## src/rtl/core/assert_macros.svh

```systemverilog
// Assertion macros shared by the forwarder RTL.
// Self-contained; no dependencies on other files.
`ifndef ASSERT_MACROS_SVH
`define ASSERT_MACROS_SVH

// The condition must hold in the same cycle as the trigger.
`define LBF_ASSERT_SAME(lbl, clk_s, rst_s, trig, cond, msg) \
  lbl: assert property (@(posedge clk_s) disable iff (rst_s) (trig) |-> (cond)) \
    else $error(msg);

// The condition must hold in the cycle after the trigger.
`define LBF_ASSERT_NEXT(lbl, clk_s, rst_s, trig, cond, msg) \
  lbl: assert property (@(posedge clk_s) disable iff (rst_s) (trig) |=> (cond)) \
    else $error(msg);

`endif

```

## src/rtl/core/lbf_pkg.sv

```systemverilog
// Shared types, constants and command/status structs for the learning bridge forwarder.
// No dependencies; imported by every module of the block.
package lbf_pkg;

  localparam int ACCESS_PORTS  = 8;
  localparam int TABLE_ENTRIES = 64;
  localparam int MAC_BYTES     = 6;

  localparam int MAC_W   = 8 * MAC_BYTES;
  localparam int PORT_W  = 4;
  localparam int TYPE_W  = 3;
  localparam int MASK_W  = 8;
  localparam int VERD_W  = 2;
  localparam int IDX_W   = (TABLE_ENTRIES > 1) ? $clog2(TABLE_ENTRIES) : 1;
  localparam int CNT_W   = $clog2(TABLE_ENTRIES + 1);
  // Access ports that a mask bit can reach.
  localparam int EN_W       = (ACCESS_PORTS < MASK_W) ? ACCESS_PORTS : MASK_W;
  localparam int PORT_SLOTS = 2 ** PORT_W;

  localparam logic [PORT_W-1:0] TRUNK_PORT = '0;

  localparam logic [TYPE_W-1:0] TYPE_BROADCAST = 3'd1;
  localparam logic [TYPE_W-1:0] TYPE_MULTICAST = 3'd2;
  localparam logic [TYPE_W-1:0] TYPE_OTHERHOST = 3'd3;

  localparam logic [VERD_W-1:0] VERDICT_OK          = 2'd0;
  localparam logic [VERD_W-1:0] VERDICT_UNKNOWN     = 2'd1;
  localparam logic [VERD_W-1:0] VERDICT_UNSUPPORTED = 2'd2;
  localparam logic [VERD_W-1:0] VERDICT_NO_PORT     = 2'd3;

  typedef struct packed {
    logic [PORT_W-1:0] src_port;
    logic [TYPE_W-1:0] pkt_type;
    logic [MAC_W-1:0]  dst_mac;
    logic [MAC_W-1:0]  src_mac;
  } in_item_t;

  typedef struct packed {
    logic [PORT_W-1:0] out_port;
    logic              forward;
    logic [VERD_W-1:0] verdict;
    logic              learned;
    logic              table_full;
    logic              last_result;
  } out_item_t;

  typedef struct packed {
    logic [MAC_W-1:0]  mac;
    logic [PORT_W-1:0] port;
  } host_entry_t;

  typedef enum logic [2:0] {
    RES_UNSUPPORTED,
    RES_NO_PORT,
    RES_UNKNOWN,
    RES_UNICAST,
    RES_TRUNK,
    RES_FLOOD
  } result_kind_t;

  typedef struct packed {
    logic         load;
    logic         search_start;
    logic         search_step;
    logic         learn;
    logic         flood_start;
    logic         flood_next;
    logic         emit;
    result_kind_t kind;
  } lbf_cmd_t;

  typedef struct packed {
    logic unsupported;
    logic from_trunk;
    logic flood;
    logic any_enabled;
    logic search_done;
    logic found;
    logic found_port_en;
    logic flood_cur_en;
    logic flood_last;
    logic out_free;
  } lbf_status_t;

endpackage

```

## src/rtl/core/lbf_datapath.sv

```systemverilog
// Datapath: frame register, host table memory with its search and learn logic,
// flood port counter, enable mask and output register. Depends on lbf_pkg.
module lbf_datapath import lbf_pkg::*; (
  input  logic                clk,
  input  logic                rst,
  input  in_item_t            in_data,
  input  logic                cfg_wr_en,
  input  logic [MASK_W-1:0]   cfg_wr_data,
  input  lbf_cmd_t            cmd,
  output lbf_status_t         status,
  output logic                out_valid,
  input  logic                out_stall,
  output out_item_t           out_data
);

  host_entry_t host_mem [TABLE_ENTRIES];

  in_item_t            item;
  host_entry_t         rd_entry;
  logic                rd_pending;
  logic [CNT_W-1:0]    search_idx;
  logic [CNT_W-1:0]    fill_count;
  logic                found;
  logic [PORT_W-1:0]   found_port;
  logic                learned_flag;
  logic                full_flag;
  logic [PORT_W-1:0]   flood_port;
  logic [MASK_W-1:0]   port_mask;

  logic [MAC_W-1:0]      search_key;
  logic [PORT_SLOTS-1:0] port_en;
  logic [PORT_SLOTS-1:0] higher_ports;
  logic                  idx_in_use;
  logic                  has_room;
  logic                  is_flood;
  out_item_t             result_next;

  // Bit p of port_en stands for port p; the trunk and unreachable ports read as off.
  assign port_en      = {{(PORT_SLOTS - EN_W - 1){1'b0}}, port_mask[EN_W-1:0], 1'b0};
  assign higher_ports = (port_en >> flood_port) >> 1;
  assign search_key   = (item.src_port == TRUNK_PORT) ? item.dst_mac : item.src_mac;
  assign idx_in_use   = (search_idx < fill_count);
  assign has_room     = (fill_count < CNT_W'(TABLE_ENTRIES));
  assign is_flood     = (item.pkt_type == TYPE_BROADCAST) ||
                        (item.pkt_type == TYPE_MULTICAST);

  always_comb begin
    status.flood         = is_flood;
    status.from_trunk    = (item.src_port == TRUNK_PORT);
    status.unsupported   = !(is_flood || item.pkt_type == TYPE_OTHERHOST) ||
                           (item.src_port > PORT_W'(ACCESS_PORTS));
    status.any_enabled   = (port_en != '0);
    status.search_done   = found || (!rd_pending && !idx_in_use);
    status.found         = found;
    status.found_port_en = port_en[found_port];
    status.flood_cur_en  = port_en[flood_port];
    status.flood_last    = (higher_ports == '0);
    status.out_free      = !out_valid || !out_stall;
  end

  // Entries are filled in order and never removed, so an entry is valid
  // exactly when its index lies below the fill count.
  always_ff @(posedge clk) begin
    if (cmd.learn && !found && has_room) begin
      host_mem[fill_count[IDX_W-1:0]] <= '{mac: item.src_mac, port: item.src_port};
    end
    if (cmd.search_step && idx_in_use) begin
      rd_entry <= host_mem[search_idx[IDX_W-1:0]];
    end
  end

  // Only the first matching entry sets the port; later reads must not disturb it.
  always_ff @(posedge clk) begin
    if (cmd.load) begin
      item <= in_data;
    end
    if (cmd.search_step && rd_pending && !found && rd_entry.mac == search_key) begin
      found_port <= rd_entry.port;
    end
    if (cmd.emit) begin
      out_data <= result_next;
    end
  end

  always_ff @(posedge clk) begin
    if (rst) begin
      port_mask    <= '0;
      fill_count   <= '0;
      search_idx   <= '0;
      rd_pending   <= 1'b0;
      found        <= 1'b0;
      learned_flag <= 1'b0;
      full_flag    <= 1'b0;
      flood_port   <= '0;
      out_valid    <= 1'b0;
    end else begin
      if (cfg_wr_en) begin
        port_mask <= cfg_wr_data;
      end
      if (cmd.load) begin
        learned_flag <= 1'b0;
        full_flag    <= 1'b0;
      end
      if (cmd.search_start) begin
        search_idx <= '0;
        rd_pending <= 1'b0;
        found      <= 1'b0;
      end else if (cmd.search_step) begin
        if (idx_in_use) begin
          search_idx <= CNT_W'(search_idx + 1'b1);
        end
        rd_pending <= idx_in_use;
        if (rd_pending && rd_entry.mac == search_key) begin
          found <= 1'b1;
        end
      end
      if (cmd.learn && !found) begin
        if (has_room) begin
          fill_count   <= CNT_W'(fill_count + 1'b1);
          learned_flag <= 1'b1;
        end else begin
          full_flag <= 1'b1;
        end
      end
      if (cmd.flood_start) begin
        flood_port <= PORT_W'(1);
      end else if (cmd.flood_next) begin
        flood_port <= PORT_W'(flood_port + 1'b1);
      end
      if (cmd.emit) begin
        out_valid <= 1'b1;
      end else if (!out_stall) begin
        out_valid <= 1'b0;
      end
    end
  end

  always_comb begin
    result_next = '{out_port: TRUNK_PORT, forward: 1'b0, verdict: VERDICT_OK,
                    learned: 1'b0, table_full: 1'b0, last_result: 1'b1};
    unique case (cmd.kind)
      RES_UNSUPPORTED: result_next.verdict = VERDICT_UNSUPPORTED;
      RES_NO_PORT:     result_next.verdict = VERDICT_NO_PORT;
      RES_UNKNOWN:     result_next.verdict = VERDICT_UNKNOWN;
      RES_UNICAST: begin
        result_next.out_port = found_port;
        result_next.forward  = 1'b1;
      end
      RES_TRUNK: begin
        result_next.forward    = 1'b1;
        result_next.learned    = learned_flag;
        result_next.table_full = full_flag;
      end
      RES_FLOOD: begin
        result_next.out_port    = flood_port;
        result_next.forward     = 1'b1;
        result_next.last_result = status.flood_last;
      end
      default: result_next.verdict = VERDICT_UNSUPPORTED;
    endcase
  end

endmodule

```

## src/rtl/core/lbf_ctrl.sv

```systemverilog
// Controller state machine: sequences classification, table search, learning,
// flooding and result issue. Depends on lbf_pkg.
module lbf_ctrl import lbf_pkg::*; (
  input  logic        clk,
  input  logic        rst,
  input  logic        in_valid,
  output logic        in_stall,
  input  lbf_status_t status,
  output lbf_cmd_t    cmd
);

  typedef enum logic [2:0] {
    S_IDLE,
    S_CLASSIFY,
    S_SEARCH,
    S_EMIT,
    S_FLOOD
  } state_t;

  state_t       state;
  state_t       state_next;
  result_kind_t kind;
  result_kind_t kind_next;

  assign in_stall = (state != S_IDLE);

  always_comb begin
    state_next = state;
    kind_next  = kind;
    cmd        = '0;
    cmd.kind   = kind;
    unique case (state)
      S_IDLE: begin
        if (in_valid) begin
          cmd.load   = 1'b1;
          state_next = S_CLASSIFY;
        end
      end
      S_CLASSIFY: begin
        priority if (status.unsupported) begin
          kind_next  = RES_UNSUPPORTED;
          state_next = S_EMIT;
        end else if (status.from_trunk && status.flood) begin
          if (!status.any_enabled) begin
            kind_next  = RES_NO_PORT;
            state_next = S_EMIT;
          end else begin
            cmd.flood_start = 1'b1;
            state_next      = S_FLOOD;
          end
        end else begin
          cmd.search_start = 1'b1;
          state_next       = S_SEARCH;
        end
      end
      S_SEARCH: begin
        cmd.search_step = 1'b1;
        if (status.search_done) begin
          state_next = S_EMIT;
          priority if (!status.from_trunk) begin
            cmd.learn = 1'b1;
            kind_next = RES_TRUNK;
          end else if (!status.found) begin
            kind_next = RES_UNKNOWN;
          end else if (!status.found_port_en) begin
            kind_next = RES_NO_PORT;
          end else begin
            kind_next = RES_UNICAST;
          end
        end
      end
      S_EMIT: begin
        if (status.out_free) begin
          cmd.emit   = 1'b1;
          state_next = S_IDLE;
        end
      end
      S_FLOOD: begin
        cmd.kind = RES_FLOOD;
        // Disabled ports are stepped over without waiting for the output.
        if (!status.flood_cur_en) begin
          cmd.flood_next = 1'b1;
        end else if (status.out_free) begin
          cmd.emit = 1'b1;
          if (status.flood_last) begin
            state_next = S_IDLE;
          end else begin
            cmd.flood_next = 1'b1;
          end
        end
      end
      default: state_next = S_IDLE;
    endcase
  end

  always_ff @(posedge clk) begin
    if (rst) begin
      state <= S_IDLE;
      kind  <= RES_UNSUPPORTED;
    end else begin
      state <= state_next;
      kind  <= kind_next;
    end
  end

endmodule

```

## src/rtl/core/learning_bridge_forwarder_core.sv

```systemverilog
// Top level of the learning bridge forwarder: controller plus datapath.
// Depends on lbf_pkg, lbf_ctrl, lbf_datapath and assert_macros.svh.
//
//   Channel   Handshake                     Payload
//   in        in_valid / in_stall           in_data  (in_item_t)
//   out       out_valid / out_stall         out_data (out_item_t)
//   cfg       cfg_wr_en                     cfg_wr_data (port enable mask)
//
// One frame is handled at a time. A table search reads one entry a cycle from
// the single-port host table, so the time for a trunk unicast or an access-port
// frame grows with the fill count. A flood steps through each access port up to
// the last enabled one. Reset clears the control state, the enable mask and the
// fill count; the table needs no clearing pass. A stalled output holds its
// transaction, and the next frame is taken as soon as the last result is in the
// output register.
`include "assert_macros.svh"

module learning_bridge_forwarder_core import lbf_pkg::*; (
  input  logic              clk,
  input  logic              rst,
  input  logic              in_valid,
  output logic              in_stall,
  input  in_item_t          in_data,
  output logic              out_valid,
  input  logic              out_stall,
  output out_item_t         out_data,
  input  logic              cfg_wr_en,
  input  logic [MASK_W-1:0] cfg_wr_data
);

  lbf_cmd_t    cmd;
  lbf_status_t status;
  logic        out_leaves;
  logic        flood_hop;

  lbf_ctrl u_ctrl (
    .clk      (clk),
    .rst      (rst),
    .in_valid (in_valid),
    .in_stall (in_stall),
    .status   (status),
    .cmd      (cmd)
  );

  lbf_datapath u_datapath (
    .clk         (clk),
    .rst         (rst),
    .in_data     (in_data),
    .cfg_wr_en   (cfg_wr_en),
    .cfg_wr_data (cfg_wr_data),
    .cmd         (cmd),
    .status      (status),
    .out_valid   (out_valid),
    .out_stall   (out_stall),
    .out_data    (out_data)
  );

  assign out_leaves = out_valid && !out_stall && !cmd.emit;
  assign flood_hop  = cmd.flood_next && status.flood_cur_en;

  `LBF_ASSERT_SAME(a_emit_room, clk, rst, cmd.emit, status.out_free, "issue into a full output")
  `LBF_ASSERT_SAME(a_learn_done, clk, rst, cmd.learn, status.search_done, "early learning")
  `LBF_ASSERT_NEXT(a_out_drains, clk, rst, out_leaves, !out_valid, "output held after take")
  `LBF_ASSERT_SAME(a_flood_end, clk, rst, flood_hop, !status.flood_last, "flood overran")

endmodule
```

## config.mk

```make
export PLATFORM = sky130hd
export DESIGN_NAME = learning_bridge_forwarder_core
export DESIGN_NICKNAME = d
export VERILOG_FILES = /design/src/rtl/core/lbf_pkg.sv /design/src/rtl/core/lbf_datapath.sv /design/src/rtl/core/lbf_ctrl.sv /design/src/rtl/core/learning_bridge_forwarder_core.sv
export VERILOG_INCLUDE_DIRS = /design/src /design/src/rtl/core
export SDC_FILE = /design/constraint.sdc
export NUM_CORES = 2
export LEC_CHECK = 0
export BUFFER_PORTS_ARGS = -buffer_cell sky130_fd_sc_hd__buf_2
export CAP_MARGIN = 10
export CORE_UTILIZATION = 57
export CTS_CLUSTER_DIAMETER = 80
export DETAILED_ROUTE_END_ITERATION = 16
export GPL_TIMING_DRIVEN = 0
export PLACE_DENSITY_LB_ADDON = 0.1
export SLEW_MARGIN = 10
export SYNTH_ARGS = -nofsm -noshare
export SYNTH_HDL_FRONTEND = slang
export SYNTH_HIERARCHICAL = 1
export SYNTH_SLANG_ARGS = --single-unit
```

## constraint.sdc

```tcl
create_clock -name clk -period 6 [get_ports clk]
set_clock_uncertainty 0.05 [all_clocks]
set_input_delay 0.6 -clock clk [delete_from_list [all_inputs] [get_ports clk]]
set_output_delay 0.6 -clock clk [all_outputs]
set_load 0.05 [all_outputs]
```

---- Yosys cells after proc, flatten, opt, wreduce, memory -nomap -nowiden ----
Memory sizes are Yosys's and may differ from the RTL's. A register that Yosys moved wholly into a read port is not among the register bits.
Cells that the tools add are included.
word-level totals
  bits in latches ......................... 0
  output and inout bits ................... 12
  memory bits (writable) .................. 3328
  bits in registers ....................... 154
  memories kept ........................... 1
  ROM bits ................................ 0
memories
  name                 words  width  rd ports  clocked after memory_dff  wr ports  RTL line            source
  u_datapath.host_mem  64     52     1         1                         1         lbf_datapath.sv:16  host_entry_t host_mem [TABLE_ENTRIES];
operators by class
  mux-type cells .......................... 58
  bitwise operators ....................... 0
  $lt $le $gt $ge ......................... 5
  multipliers ............................. 0
  eq/ne operators ......................... 22
  $add $sub $neg .......................... 3
  reductions and logical operators ........ 35
  shift-type cells ........................ 1
  div/mod/pow operators ................... 0
operators with widths
  operator             number
  $eq 48x48->1         1
  $mux 3               16
  $mux 48              1
  $mux 1               31
  $eq 3x2->1 const B   6
  $logic_not 16->1     1
  $reduce_bool 16->1   1
  $shr 9x4->16         1
  $pmux 3 s5           1
  $add 7x1->7 const B  2
  $lt 4x5->1 const B   2
  $ne 2x2->1 const B   5
  $eq 3x1->1 const B   3
  $eq 3x3->1 const B   3
  $logic_and 1x1->1    9
  $bmux 1 s4           2
  $pmux 4 s2           1
  $lt 7x7->1           1
  $lt 7x7->1 const B   1
  $logic_not 1->1      6
  $mux 2               3
  $pmux 2 s3           1
  $pmux 3 s2           1
  $reduce_and 2->1     3
  15 further kinds     22

---- Longest topological paths before layout ----
  depth after elaboration ................. 10
  mapped depth ............................ 16
  mapped depth without buffers ............ 14

---- Hierarchy ----
Netlist, hierarchy kept.
modules (own cells, without submodules)
  module        cells each  times used  area an instance (µm²)
  lbf_datapath  5348        1           134042.3
  lbf_ctrl      56          1           467.9

---- Least setup slack after synthesis ----
Ideal clock, no wire load.
  path type ............................... flip-flop to flip-flop
  start ................................... register u_ctrl.state[0]
  end ..................................... register u_datapath.full_flag
  library setup time ...................... 0.128 ns
  stages on the path, launching flop included .. 7
  path buffers ............................ 1
  period minus slack after synthesis ...... 6.341 ns
  slack ................................... -0.341 ns
  arrival ................................. 6.164 ns
  path through ............................ dfxtp_1 -> clkbuf_1 -> or3_1 -> nor2_1 -> inv_1 -> a32oi_1 -> nor2_1
RTL lines
  element                 RTL line             source
  from (decl)             lbf_ctrl.sv:20       state_t state;
  from (signal assigned)  lbf_ctrl.sv:101      state <= state_next;
  to (signal assigned)    lbf_datapath.sv:93   full_flag <= 1'b0;
  to (signal assigned)    lbf_datapath.sv:102  full_flag <= 1'b0;
  to (signal assigned)    lbf_datapath.sv:122  full_flag <= 1'b1;
  to (decl)               lbf_datapath.sv:26   logic full_flag;

==> results.txt <==
- The root buffer cell chosen for the clock tree is clkbuf_16.
- Setup violations remaining at the end of the flow were counted as 365.
* Number of nets produced by synthesis: 5529
- Final HPWL DP: 249.3 mm
- Once the floorplan was initialized, standard cells occupied 57.57% of the core.
- Entering global routing, the biggest net connects 38 pins.
- Number of vias per cell after detailed routing: 6.662
- At the pin with the least slew margin, the transition time is 1.446 ns.
- Measured against its own limit, the worst slew margin works out to 3.581%.
* Number of warnings reported in the yosys synthesis log: 6
* H-tree lvl count: 5
- Final Slew Violations: 0
* Switching power as a share of total power: 20.74%
- The post-route netlist has 34.49% of its cells at a drive strength greater than 1.
* Final net count: 6558
- After synthesis, the netlist uses 64 different library cells.
- The final number of hold-violating endpoints was 0.
* Result of the run: finished with violations
- The share of the Yosys chip area taken by registers is 78.62%.
- Yosys mapped a number of flops with a built-in enable equal to 3497.
- Type of the tightest min-delay check: input port to flip-flop
* First-pass GRT wire length: 510.7 mm
- Leaving out fill and tap cells, the most frequent cells in the layout are 3497 x edfxtp_1, 1093 x mux4_2, 369 x clkbuf_16.
- The clock passes through at most 4 buffers.
- The worst setup path is captured at a flip-flop.
- Required time of the critical path: 6.61 ns
* Mapped Cells: 5404
- Maximum operating frequency: 159.9 MHz
- Most frequent standard cell in the layout excluding fill and tap cells: edfxtp_1
- IO Pins: 128
- In this run the worst path has a maximum fanout of 30.
- Post-synth ARST share: 0%
- Width of the die: 487.8 um
* Port-buffer cells: 126
- Summing every instance area after synthesis gives 134500 um^2.
- In this run, the number of DRC markers left after iteration 0 of detailed routing was 9153.
- Once detail routing completed, the nets flagged for antenna violations numbered 0.
- After floorplanning, the core was sized to cover 233600 um^2.
* Mapped Avg Cell Area: 24.89 um^2
- The smallest clock period supported by the final layout is computed as 6.255 ns.
- After synthesis the netlist holds a flip-flop and latch count of 3534.
* Standby leakage power: 48.87 nW
- Area growth from synthesis to final layout: 18.33%
* Top-area cell type share of the netlist area: 78.07%
- Buffers inserted during clock tree synthesis total 365.
* Power consumption: 51.30 mW
- The first TritonRoute pass finished after 6 iterations.
* Clock network latency to the later pin of the worst-skew pair: 0.98 ns
- The largest single stage delay on the critical path is 0.63 ns.
* Gate power share: 3.6%
* Biggest area contributors in the synthesized netlist: edfxtp_1 78%, mux4_2 18%, dfxtp_1 0.55%
* Unrepaired setup endpoints after global routing: true
- Total routing usage reported by global routing: 31.58%
- The slowest stage of the critical path is the edfxtp_1 cell.
- After clock tree synthesis, the clock-pin slew on the worst setup and hold paths is 0.06 ns.
- Leaving out filler cells and counting taps, the final layout contains 9864.
- The number of global-route vias before repair came to 65.78k.
- Cell taking the most area after synthesis: edfxtp_1
- For the worst setup path, the data arrival time is 6.86 ns.
- The signal on the critical path passes through buf_8 > buf_8 > or4_1 > buf_2 > clkinv_2 > buf_6 > buf_6 > buf_2 > and3b_1 > and3_1 > clkbuf_1 > and2_1 > clkbuf_1 > nand2_1 > nor2_4 > buf_12 > buf_12.
- Residual overflow from global routing: 0
- The final layout contains routed wiring with a total length of 370.2 mm.
- Measured along the y axis, the die boundary spans 487.8 um.
- The number of antenna violations at the first check in global routing came to 20.
- At the end of routability-driven placement, the weighted congestion stood at 0.9046.
- Power density relative to cell area: 322.3 nW/um^2
- Cell internal power was estimated by the tool at 40.66 mW.
* Share of power burned in the clock network: 42.1%
- Floorplan die area: 237900 um^2
- The number of placed instances, taps included, is 8948.
- Critical setup path kind: flip-flop to flip-flop
* Net switching power: 10.64 mW
- Most instantiated flip-flop cell in the synthesis netlist: edfxtp_1
- CTS tree: done
* Num Clock Sinks: 3534
* Max_cap viols: 0
- Failing checks: setup timing
* Core Util, Final: 68.13%
* Number of rows created at floorplan: 177
* Worst vdd rail ir drop: 302.5 uV
- Wire length per cell after detailed routing: 37.53 um
- The layout has 14.02k filler cells.
* Count of vias placed by the detailed router: 65.71k
- Share of total power in sequential cells: 54.2%
- Worst Setup Slack, final: -0.2554 ns
- In the finished design, the share of the clock period the worst path needs comes to 104.3%.
- Kind of start point of the critical path: flip-flop
* DRC errors left: 0
==> state kept, by name (all words and copies together), names as in the netlist <==
signal and cells:
u_datapath/out_data 10, u_datapath/flood_port 4, u_ctrl/kind 3, u_datapath/rd_entry 52, u_datapath/port_mask 8, u_ctrl/state 3
u_datapath/search_idx 7, u_datapath/learned_flag 1, u_datapath/fill_count 7, u_datapath/item 103, u_datapath/found_port 4, u_datapath/out_valid 1
u_datapath/rd_pending 1, u_datapath/full_flag 1, u_datapath/found 1, u_datapath/host_mem 3328
==> critical path, delay by kind of cell, from the launching register on <==
family | cells | cell delay (ns)
buf+inv | 11 | 3.01
flops | 1 | 0.63
simple gates | 6 | 2.15
==> Yosys cell counts (4+ instances only) <==
master,number
or4_1,6
inv_1,51
mux2i_1,26
a221oi_1,4
nand4_1,7
buf_2,63
o22ai_1,19
a21o_1,4
xnor2_1,15
nor2_1,106
edfxtp_1,3497
clkbuf_1,174
a21oi_1,25
ha_1,9
buf_6,4
nor3_1,14
xor2_1,27
or3_1,4
nor4_1,6
nand3_1,24
nand2b_1,11
a31oi_1,6
mux4_2,1093
nor2b_1,14
or2_2,4
nand2_1,37
buf_1,29
dfxtp_1,37
o31ai_1,4
and2_1,4
and3b_1,4
o21ai_0,17
a22oi_1,9
==> final cells by class <==
type,instances,area [um^2],area share (%)
flip-flops and latches,3534,105800,66.44
multi-input cells,1546,27940,17.55
clock buffers,432,9470,5.950
repair buffers,662,8930,5.610
well taps,3132,3919,2.462
clock inverters,214,1742,1.094
plain buffers,272,1174,0.7373
inverters,52,198.9,0.1250
diodes,20,50.05,0.03144
==> kinds of logic after synthesis <==
family          count (synthesis)  share of synthesized area, %
compound gates                122                        0.6195
xor+xnor                       42                        0.2735
fa+ha+maj                       9                       0.08372
buf+inv                       324                        0.9916
flops                        3534                         78.62
mux                          1120                         18.50
simple gates                  253                        0.9097
==> repair_timing <==
action | 4_1_cts | 5_1_grt
setup endpoints to repair | 1567 | 989
endpoints found under the hold margin | 118 | 0
resized for setup | 2 | 2
buffers inserted | 58 | 76
hold buffers | 113 | 0
pin swaps | 15 | 22
==> power by group through the flow <==
stage	sequential, mW	combinational (mW)	clock (mW)
2_1_floorplan	28.5	0.650	0
3_3_place_gp	28.8	1.03	0
3_5_place_dp	28.4	1.76	0
4_1_cts	27.8	1.83	21.8
5_1_grt	27.8	1.95	22.7
6_report	27.8	1.86	21.6
==> path summary, 6_finish.rpt <==
path	startpoint	endpoint	slack [ns]	depth (start not counted)
setup / recovery	u_datapath/item[100]	u_datapath/host_mem[61][28]	-0.26	17
hold reg to reg	u_datapath/rd_entry[3]	u_datapath/found_port[3]	0.37	0
setup reg to reg	u_datapath/item[100]	u_datapath/host_mem[61][28]	-0.26	17
hold / removal	in_valid	u_ctrl/state[0]	0.11	3
==> through the flow <==
| stage | instance area [um^2] | worst slack, ns | setup TNS [ns] | hold slack (ns) |
|---|---|---|---|---|
| 2_1_floorplan | 134500 | 0.01562 | 0 | 0.3503 |
| 5_1_grt | 159100 | -0.3631 | -104.78 | 0.08793 |
| 3_5_place_dp | 145500 | -0.6030 | -249.51 | 0.3598 |
| 6_report | 159200 | -0.2554 | -45.34 | 0.1103 |
| 3_3_place_gp | 139100 | -5.397 | - | 0.3862 |
| 4_1_cts | 158400 | 0.0003184 | 0 | 0.05289 |
==> layer usage <==
layer | GRT usage [%] | wire [um] | up-vias
li1 | - | - | 25619
met1 | 42.40 | 133300 | 35437
met2 | 51.15 | 183000 | 3900
met3 | 6.737 | 37580 | 746
met4 | 12.50 | 16350 | 8
met5 | 0 | 59 | -
Power figures use the tool's default switching activity.
